$ cat config.mk
export PLATFORM = sky130hd
export DESIGN_NAME = keypad_matrix_debounce_events_core_flat
export DESIGN_NICKNAME = d
export VERILOG_FILES = /design/src/hw/rtl/kmde_pkg.sv /design/src/hw/rtl/kmde_req_if.sv /design/src/hw/rtl/kmde_rsp_if.sv /design/src/hw/rtl/keypad_matrix_debounce_events_core.sv /design/src/flat_wrapper.sv
export SDC_FILE = /design/constraint.sdc
export NUM_CORES = 1
export LEC_CHECK = 0
export BUFFER_PORTS_ARGS = -buffer_cell sky130_fd_sc_hd__buf_2
export CAP_MARGIN = 5
export CORE_AREA = 2 2 99 101
export DETAILED_ROUTE_END_ITERATION = 16
export DIE_AREA = 0 0 101 103
export PLACE_DENSITY_LB_ADDON = 0.15
export SLEW_MARGIN = 10
export SYNTH_ARGS = -nofsm -noshare
export SYNTH_HDL_FRONTEND = slang
export SYNTH_SLANG_ARGS = --single-unit
$ cat constraint.sdc
create_clock -name clk -period 4.89 [get_ports clk]
set_input_delay 1.467 -clock clk [delete_from_list [all_inputs] [get_ports clk]]
set_output_delay 1.467 -clock clk [all_outputs]
set_load 0.005 [all_outputs]
$ cat src/hw/rtl/kmde_pkg.sv
// ============================================================================
// kmde_pkg: keypad matrix debounce events package
// Matrix geometry, event buffer depth, field widths and sequencer states.
// ============================================================================
package kmde_pkg;

    // Matrix geometry and event buffer depth.
    localparam int ROW_COUNT    = 6;
    localparam int COLUMN_COUNT = 4;
    localparam int EVENT_DEPTH  = 5;

    // Fixed field widths of the channels.
    localparam int LEVEL_W  = 24;
    localparam int POS_W    = 5;
    localparam int TOTAL_W  = 3;
    localparam int RESULT_SLOTS = 5;

    // Code that marks an empty event slot.
    localparam logic [POS_W-1:0] EMPTY_CODE = POS_W'(24);

    // Only keys covered by the sampled level bits can ever log a press.
    localparam int MATRIX_KEYS = ROW_COUNT * COLUMN_COUNT;
    localparam int KEY_COUNT   = (MATRIX_KEYS < LEVEL_W) ? MATRIX_KEYS : LEVEL_W;

    // Internal widths.
    localparam int IDX_W  = (KEY_COUNT > 1) ? $clog2(KEY_COUNT) : 1;
    localparam int CNT_W  = $clog2(EVENT_DEPTH + 1);
    localparam int SLOT_W = (EVENT_DEPTH > 1) ? $clog2(EVENT_DEPTH) : 1;

    // Item kinds on the request channel.
    localparam logic KIND_SCAN = 1'b0;
    localparam logic KIND_READ = 1'b1;

    // Sequencer states.
    typedef enum logic [0:0] {
        ST_IDLE,
        ST_WALK
    } seq_state_t;

endpackage

$ cat src/hw/rtl/kmde_req_if.sv
// ============================================================================
// kmde_req_if: request channel
// Carries scan snapshots and read requests with a valid/ready handshake.
// ============================================================================
interface kmde_req_if;
    logic                                valid;
    logic                                ready;
    logic                                kind;
    logic [kmde_pkg::LEVEL_W-1:0]        key_levels;

    modport source (output valid, output kind, output key_levels, input ready);
    modport sink   (input valid, input kind, input key_levels, output ready);
endinterface

$ cat src/hw/rtl/kmde_rsp_if.sv
// ============================================================================
// kmde_rsp_if: response channel
// Carries the event buffer contents and count with a valid/ready handshake.
// ============================================================================
interface kmde_rsp_if;
    logic                                valid;
    logic                                ready;
    logic [kmde_pkg::POS_W-1:0]          slot_zero;
    logic [kmde_pkg::POS_W-1:0]          slot_one;
    logic [kmde_pkg::POS_W-1:0]          slot_two;
    logic [kmde_pkg::POS_W-1:0]          slot_three;
    logic [kmde_pkg::POS_W-1:0]          slot_four;
    logic [kmde_pkg::TOTAL_W-1:0]        event_total;

    modport source (output valid, output slot_zero, output slot_one, output slot_two,
                    output slot_three, output slot_four, output event_total,
                    input ready);
    modport sink   (input valid, input slot_zero, input slot_one, input slot_two,
                    input slot_three, input slot_four, input event_total,
                    output ready);
endinterface

$ cat src/hw/rtl/keypad_matrix_debounce_events_core.sv
// ============================================================================
// keypad_matrix_debounce_events_core: keypad debounce and press-event logger
// A scan item is accepted and then walks KEY_COUNT keys (24 here), one a cycle,
// and no new item is taken until the walk is done. A read item puts its result
// in the output register in the cycle after it is accepted. No item is accepted
// while a result waits in the output register, unless it is drained that cycle.
// Reset (asynchronous, active low) clears scan history and count and fills
// every event slot with the empty code.
// ============================================================================
module keypad_matrix_debounce_events_core (
    input  logic              clk,
    input  logic              rst_n,
    kmde_req_if.sink          req,
    kmde_rsp_if.source        rsp
);

    // A key is held when it is high in this scan and the previous one. A new
    // press is a key held now that was not held on the previous scan. On a
    // scan item the scan history is updated at once and the new-press vector
    // is captured in a shift register. The sequencer then walks the keys in
    // row-major order, one per cycle: the lowest bit of the shift register
    // is tested, and a press is logged at the current count while the
    // buffer has room. The block accepts no item during the walk.
    //
    // A read item copies the five slots and the count into the output
    // register and clears the count. Slot contents are left as they are, so
    // stale positions stay readable. Slots that do not exist in a shallow
    // buffer read as the empty code.

    kmde_pkg::seq_state_t                 state_reg, state_next;
    logic [kmde_pkg::LEVEL_W-1:0]         prev_reg, prev_next;
    logic [kmde_pkg::KEY_COUNT-1:0]       held_reg, held_next;
    logic [kmde_pkg::KEY_COUNT-1:0]       press_reg, press_next;
    logic [kmde_pkg::IDX_W-1:0]           idx_reg, idx_next;
    logic [kmde_pkg::CNT_W-1:0]           count_reg, count_next;
    logic [kmde_pkg::POS_W-1:0]           slots_reg [kmde_pkg::EVENT_DEPTH];
    logic [kmde_pkg::POS_W-1:0]           slots_next [kmde_pkg::EVENT_DEPTH];
    logic                                 out_valid_reg, out_valid_next;
    logic [kmde_pkg::POS_W-1:0]           out_slots_reg [kmde_pkg::RESULT_SLOTS];
    logic [kmde_pkg::POS_W-1:0]           out_slots_next [kmde_pkg::RESULT_SLOTS];
    logic [kmde_pkg::TOTAL_W-1:0]         out_total_reg, out_total_next;

    logic                                 in_accept;
    logic [kmde_pkg::KEY_COUNT-1:0]       held_now;
    logic                                 room;

    // The output register can take a new result when it is empty or being
    // drained in this cycle.
    assign req.ready = (state_reg == kmde_pkg::ST_IDLE)
                       && (!out_valid_reg || rsp.ready);
    assign in_accept = req.valid && req.ready;

    assign held_now = req.key_levels[kmde_pkg::KEY_COUNT-1:0]
                      & prev_reg[kmde_pkg::KEY_COUNT-1:0];
    assign room     = (count_reg < kmde_pkg::CNT_W'(kmde_pkg::EVENT_DEPTH));

    always_comb
    begin
        state_next     = state_reg;
        prev_next      = prev_reg;
        held_next      = held_reg;
        press_next     = press_reg;
        idx_next       = idx_reg;
        count_next     = count_reg;
        slots_next     = slots_reg;
        out_valid_next = out_valid_reg;
        out_slots_next = out_slots_reg;
        out_total_next = out_total_reg;

        if (out_valid_reg && rsp.ready)
        begin
            out_valid_next = 1'b0;
        end

        unique case (state_reg)
            kmde_pkg::ST_IDLE:
            begin
                if (in_accept)
                begin
                    if (req.kind == kmde_pkg::KIND_SCAN)
                    begin
                        press_next = held_now & ~held_reg;
                        held_next  = held_now;
                        prev_next  = req.key_levels;
                        idx_next   = '0;
                        state_next = kmde_pkg::ST_WALK;
                    end
                    else
                    begin
                        for (int k = 0; k < kmde_pkg::RESULT_SLOTS; k++)
                        begin
                            if (k < kmde_pkg::EVENT_DEPTH)
                            begin
                                out_slots_next[k] = slots_reg[k];
                            end
                            else
                            begin
                                out_slots_next[k] = kmde_pkg::EMPTY_CODE;
                            end
                        end
                        out_total_next = kmde_pkg::TOTAL_W'(count_reg);
                        out_valid_next = 1'b1;
                        count_next     = '0;
                    end
                end
            end
            kmde_pkg::ST_WALK:
            begin
                if (press_reg[0] && room)
                begin
                    slots_next[count_reg[kmde_pkg::SLOT_W-1:0]] =
                        kmde_pkg::POS_W'(idx_reg);
                    count_next = count_reg + 1'b1;
                end
                press_next = press_reg >> 1;
                idx_next   = idx_reg + 1'b1;
                if (idx_reg == kmde_pkg::IDX_W'(kmde_pkg::KEY_COUNT - 1))
                begin
                    state_next = kmde_pkg::ST_IDLE;
                end
            end
            default:
            begin
                state_next = kmde_pkg::ST_IDLE;
            end
        endcase
    end

    always_ff @(posedge clk or negedge rst_n)
    begin
        if (!rst_n)
        begin
            state_reg     <= kmde_pkg::ST_IDLE;
            prev_reg      <= '0;
            held_reg      <= '0;
            count_reg     <= '0;
            out_valid_reg <= 1'b0;
            for (int i = 0; i < kmde_pkg::EVENT_DEPTH; i++)
            begin
                slots_reg[i] <= kmde_pkg::EMPTY_CODE;
            end
        end
        else
        begin
            state_reg     <= state_next;
            prev_reg      <= prev_next;
            held_reg      <= held_next;
            count_reg     <= count_next;
            out_valid_reg <= out_valid_next;
            slots_reg     <= slots_next;
        end
    end

    // Working and result data registers need no reset.
    always_ff @(posedge clk)
    begin
        press_reg     <= press_next;
        idx_reg       <= idx_next;
        out_slots_reg <= out_slots_next;
        out_total_reg <= out_total_next;
    end

    assign rsp.valid       = out_valid_reg;
    assign rsp.slot_zero   = out_slots_reg[0];
    assign rsp.slot_one    = out_slots_reg[1];
    assign rsp.slot_two    = out_slots_reg[2];
    assign rsp.slot_three  = out_slots_reg[3];
    assign rsp.slot_four   = out_slots_reg[4];
    assign rsp.event_total = out_total_reg;

endmodule
$ cat src/flat_wrapper.sv
// flat-port wrapper written by rule: the top's interface ports become plain ports
module keypad_matrix_debounce_events_core_flat 
  (clk, rst_n, req_valid, req_kind, req_key_levels, req_ready, rsp_valid, rsp_slot_zero, rsp_slot_one, rsp_slot_two, rsp_slot_three, rsp_slot_four, rsp_event_total, rsp_ready);
  kmde_req_if req_i ();
  kmde_rsp_if rsp_i ();
  input  logic clk;
  input  logic rst_n;
  input wire logic [$bits(req_i.valid)-1:0] req_valid;
  input wire logic [$bits(req_i.kind)-1:0] req_kind;
  input wire logic [$bits(req_i.key_levels)-1:0] req_key_levels;
  output wire logic [$bits(req_i.ready)-1:0] req_ready;
  output wire logic [$bits(rsp_i.valid)-1:0] rsp_valid;
  output wire logic [$bits(rsp_i.slot_zero)-1:0] rsp_slot_zero;
  output wire logic [$bits(rsp_i.slot_one)-1:0] rsp_slot_one;
  output wire logic [$bits(rsp_i.slot_two)-1:0] rsp_slot_two;
  output wire logic [$bits(rsp_i.slot_three)-1:0] rsp_slot_three;
  output wire logic [$bits(rsp_i.slot_four)-1:0] rsp_slot_four;
  output wire logic [$bits(rsp_i.event_total)-1:0] rsp_event_total;
  input wire logic [$bits(rsp_i.ready)-1:0] rsp_ready;
  assign req_i.valid = req_valid;
  assign req_i.kind = req_kind;
  assign req_i.key_levels = req_key_levels;
  assign req_ready = req_i.ready;
  assign rsp_valid = rsp_i.valid;
  assign rsp_slot_zero = rsp_i.slot_zero;
  assign rsp_slot_one = rsp_i.slot_one;
  assign rsp_slot_two = rsp_i.slot_two;
  assign rsp_slot_three = rsp_i.slot_three;
  assign rsp_slot_four = rsp_i.slot_four;
  assign rsp_event_total = rsp_i.event_total;
  assign rsp_i.ready = rsp_ready;
  keypad_matrix_debounce_events_core u_core (.clk(clk), .rst_n(rst_n), .req(req_i), .rsp(rsp_i));
endmodule
# After elaboration in Yosys (flattened, before gate mapping)
# Cells that the tools add are included.
# totals
register_bits,135
in_bits,29
output_inout_bits,30
wordCells,67
# classes
addsub,2
magnitude_cmp,3
eq_ne,5
n_mux,21
n_bitwise,6
reduce_logical,12
# op_table
operator,n
bitwise AND 24 bit,2
two-way mux 24 bit,2
case mux 24 bit (2 select lines),1
bitwise mux 25 bit,1
inverter 24 bit,1
demux 5 bit (select 3 bit),1
two-way mux 5 bit,3
case mux 5 bit (2 select lines),1
two-way mux 3 bit,3
AND reduction 3 bit,3
two-way mux 1 bit,7
"inequality test 2 bit, second input constant",3
case mux 3 bit (2 select lines),1
"adder 5 x 1 -> 5 bit, second input constant",1
"== test 5 bit, second input constant",1
logical AND 1 bit,5
"greater-or-equal comparator 4 bit, second input constant",1
"less-than comparator 4 x 1 -> 1 bit, second input constant",1
inverter 3 -> 4 bit,1
AND reduction 2 bit,2
"adder 3 x 1 -> 3 bit, second input constant",1
"less-than comparator 3 bit, second input constant",1
"inequality test 2 x 1 -> 1 bit, second input constant",1
inverter 1 bit,2
3 further kinds,3

# Logic depth before layout (Yosys ltp)
# logic_depth
depth_word,6
mapped_depth,5
mapped_depth_nobuf,4

# Worst setup path after synthesis
# Ideal clock, no wire load.
# synth_path
kind,input to register
startpoint,in rsp_ready
endpoint,reg u_core.count_reg[0] (netlist name)
setup_time_ns,0.286
arrival_time_ns,4.882
t_required_ns,4.604
slack_ns,-0.278
cell_stages,3
n_path_buf,0
cell_sequence,nor2b_1 -> nor4bb_1 -> o21ai_0
# synth_via
elab_chain_cells,5
# synth_rtl
element,line,rtl
start: declaration,flat_wrapper.sv:19,input wire logic [$bits(rsp_i.ready)-1:0] rsp_ready;
logical OR 1 bit,keypad_matrix_debounce_events_core.sv:50,&& (!out_valid_reg || rsp.ready);
logical AND 1 bit,keypad_matrix_debounce_events_core.sv:50,
logical AND 1 bit,keypad_matrix_debounce_events_core.sv:51,assign in_accept = req.valid && req.ready;
inequality test 2 x 1 -> 1 bit (no line),-,
AND reduction 3 bit (no line),-,
end signal: assignment,keypad_matrix_debounce_events_core.sv:148,count_reg <= count_next;
end: declaration,keypad_matrix_debounce_events_core.sv:35,"logic [kmde_pkg::CNT_W-1:0] count_reg, count_next;"
# Every way passes these cells.
# A chain may end at the register's enable or synchronous reset.

# Worst setup path after layout
# layout_path
startpoint,in rsp_ready
endpoint,out req_ready
# layout_via
elab_chain_cells,2
# layout_rtl
element,line,rtl
logical OR 1 bit,keypad_matrix_debounce_events_core.sv:50,
logical AND 1 bit,keypad_matrix_debounce_events_core.sv:50,
end: declaration,flat_wrapper.sv:11,output wire logic [$bits(req_i.ready)-1:0] req_ready;
# Every way passes these cells.

==> run_results.csv <==
group,metric,value,unit
run_status,status,"completed",
setup_path,worst-setup-path-type,"primary input to output port",
min_path,hp-start,"u_core.slots_reg[17]",
placement,io_buffers,58,
floorplan,die_w,101,um
cells_and_area,drive_gt1_share,35.1,%
min_path,hold_depth,0,
drt,initialDrtViolationCount,107,
yosys,synthArstFlopShare,57.8,%
sta,worst_pin_slew,0.973,ns
floorplan,die_h,103,um
clock_network,clkTransAtPathRegs,0.06,ns
placement,dp_hpwl,5310,um
clock_network,cts_tree,"yes",
setup_path,rr_endpoint,"u_core.prev_reg[18]",
global_routing,antenna_found_initial,0,
floorplan,ios,59,
floorplan,initial_core_util,55.9,%
clock_network,cts_root_buf,"clkbuf_8",
yosys,yosysSeqAreaShare,69.5,%
run,maxCapViolCount,0,
setup_path,setup.worst_path.end_class,"output port",
setup_path,rrSetupSlack,2.63,ns
power_and_ir_drop,fin_total_pwr,4.14,mW
clock_network,ctsHoldBuffers,0,
setup_path,startpoint_type,"primary input",
cells_and_area,fin_nets,454,
sta,timing.final.hold_violations,0,
drt,num_vias,2956,
setup_path,path_max_fanout,4,
placement,gp_congestion,0.724,
cells_and_area,layout_common_cells,"dfrtp_1 (67), buf_2 (57), edfxtp_1 (57), nand2_1 (47), mux2_2 (38)",
yosys,syn_nets,389,
sta,rsz0062_at_grt,"no",
sta,setup_viol,0,
cells_and_area,num_antenna_cells,0,
cells_and_area,fillers,721,
setup_path,reg2regPathDepth,4,
global_routing,grt_pass1_wl,14300,um
cells_and_area,largest_reg_flops,25,
yosys,ys_types,36,
min_path,hold_path_class,"flip-flop to flip-flop",
clock_network,cts_buffer_depth,2,
cells_and_area,area_growth,18.5,%
sta,drv_slew,0,
power_and_ir_drop,p_leak,2.64,nW
sta,slew_headroom,35.1,%
global_routing,grt_usage,18.1,%
drt,drt-pass1-iter-count,4,
drt,wl_per_cell,15.8,um
sta,whs,0.445,ns
setup_path,worstPathArrival,2.16,ns
clock_network,postCtsSetupRepairBufs,0,
sta,fmax,275,MHz
drt,final_antenna_net_count,0,
floorplan,core.rowCount,36,
yosys,synthFlopType,"dfrtp_1",
power_and_ir_drop,power_density,661,mW/mm^2
clock_network,clock_latency,0.50,ns
clock_network,htree_levels,4,
yosys,synth_edf_count,57,
power_and_ir_drop,vdd_ir_drop_max,0.350,mV
sta,fin_crit_sh,74.2,%
min_path,holdPathEnd,"u_core.rsp.slot_one[2]",
clock_network,cts_buffers,17,
drt,route.detailed.drc,0,
global_routing,grt_max_degree,79,
sta,skew,0.00705,ns
setup_path,required,3.42,ns
sta,min_period,3.63,ns
cells_and_area,layout_commonest_cell,"dfrtp_1",
yosys,postSynthCellCount,358,
floorplan,die_area,0.0104,sq mm
sta,setup_tns,0,ns
yosys,yosysWarningCount,0,
setup_path,rr_startpoint,"u_core.state_reg",
global_routing,grt_pass1_vias,3003,
yosys,netlist_area,0.00529,sq mm
drt,routed_wl,8680,um
global_routing,overflow,0,
yosys,avgSynthCellArea,14.8,sq um
clock_network,ctsResizeCount,0,
clock_network,cts.sinks,135,
floorplan,core,0.00946,sq mm
yosys,synth_seq_cells,135,
drt,routed_via_density,5.37,
==> per-stage QoR <==
step                util (%)  setup WS (ns)  std cells  cell area (sq um)
floorplan                  -          0.972        358               5290
global placement        60.2           1.29        518               5690
detailed placement      60.2           1.26        518               5690
CTS                     66.2           1.25        550               6260
global route            66.2           1.20        550               6260
finish                  66.2           1.26        550               6260
==> power by group <==
part | internal (mW) | total [mW] | switching (mW)
clock | 0.728 | 1.20 | 0.473
combinational | 0.419 | 0.876 | 0.457
sequential | 1.78 | 2.06 | 0.283
total | 2.92 | 4.14 | 1.21
==> cells by family (layout without fill, tap and decap cells) <==
logic type | after synthesis | in the layout | share of synthesized area [%]
mux | 73 | 73 | 15.3
fa+ha+maj | 2 | 2 | 0.473
xor+xnor | 3 | 3 | 0.497
compound gates | 31 | 31 | 4.17
flops | 135 | 135 | 69.5
buf+inv | 39 | 117 | 2.98
simple gates | 75 | 75 | 7.01
==> worst max-delay path by stage <==
stage / from / to / slack, ns / depth (start not counted)
detailed placement: rsp_ready / req_ready / 1.26 / 4
CTS: rsp_ready / req_ready / 1.25 / 4
floorplan: rsp_ready / u_core.count_reg[0] / 0.97 / 3
global route: rsp_ready / req_ready / 1.20 / 4
global placement: rsp_ready / req_ready / 1.29 / 4
finish: rsp_ready / req_ready / 1.26 / 4
==> routing by layer <==
layer / share of wire, % / global-route usage (%) / routed length (um) / up-vias
met5: 0 / 0 / 0 / -
met2: 53 / 31.0 / 4610 / 65
met1: 42 / 21.6 / 3660 / 1486
met4: 0.68 / 7.28 / 59 / 0
met3: 4.0 / 5.22 / 344 / 4
li1: - / - / - / 1401
==> synthesized netlist by cell type, types with 3 or more instances <==
| cell | number | area [sq um] |
|---|---|---|
| mux2i_1 | 24 | 240 |
| nand3_1 | 4 | 20.0 |
| and2_1 | 4 | 25.0 |
| clkbuf_1 | 6 | 22.5 |
| nand2_1 | 47 | 176 |
| buf_2 | 6 | 30.0 |
| nor3_1 | 3 | 15.0 |
| dfstp_2 | 10 | 263 |
| mux2_1 | 6 | 67.6 |
| mux2_4 | 5 | 75.1 |
| mux2_2 | 38 | 428 |
| o21ai_0 | 5 | 25.0 |
| dfrtp_1 | 68 | 1700 |
| inv_1 | 24 | 90.1 |
| o31ai_1 | 23 | 173 |
| edfxtp_1 | 57 | 1710 |
==> worst max-delay path, cell delays in order <==
cell and delay [ns]:
buf_2 0.09, nor2b_1 0.39, nor2_1 0.07, buf_2 0.14
==> layout make-up <==
cell class	instances	area (sq um)	area share [%]
well taps	114	143	2.28
repair buffers	61	315	5.03
clock buffers	18	418	6.67
inverters	24	90.1	1.44
multi-input cells	184	1470	23.4
flip-flops and latches	135	3680	58.7
clock inverters	14	151	2.42
No activity file was read; power rests on OpenSTA's default activity.
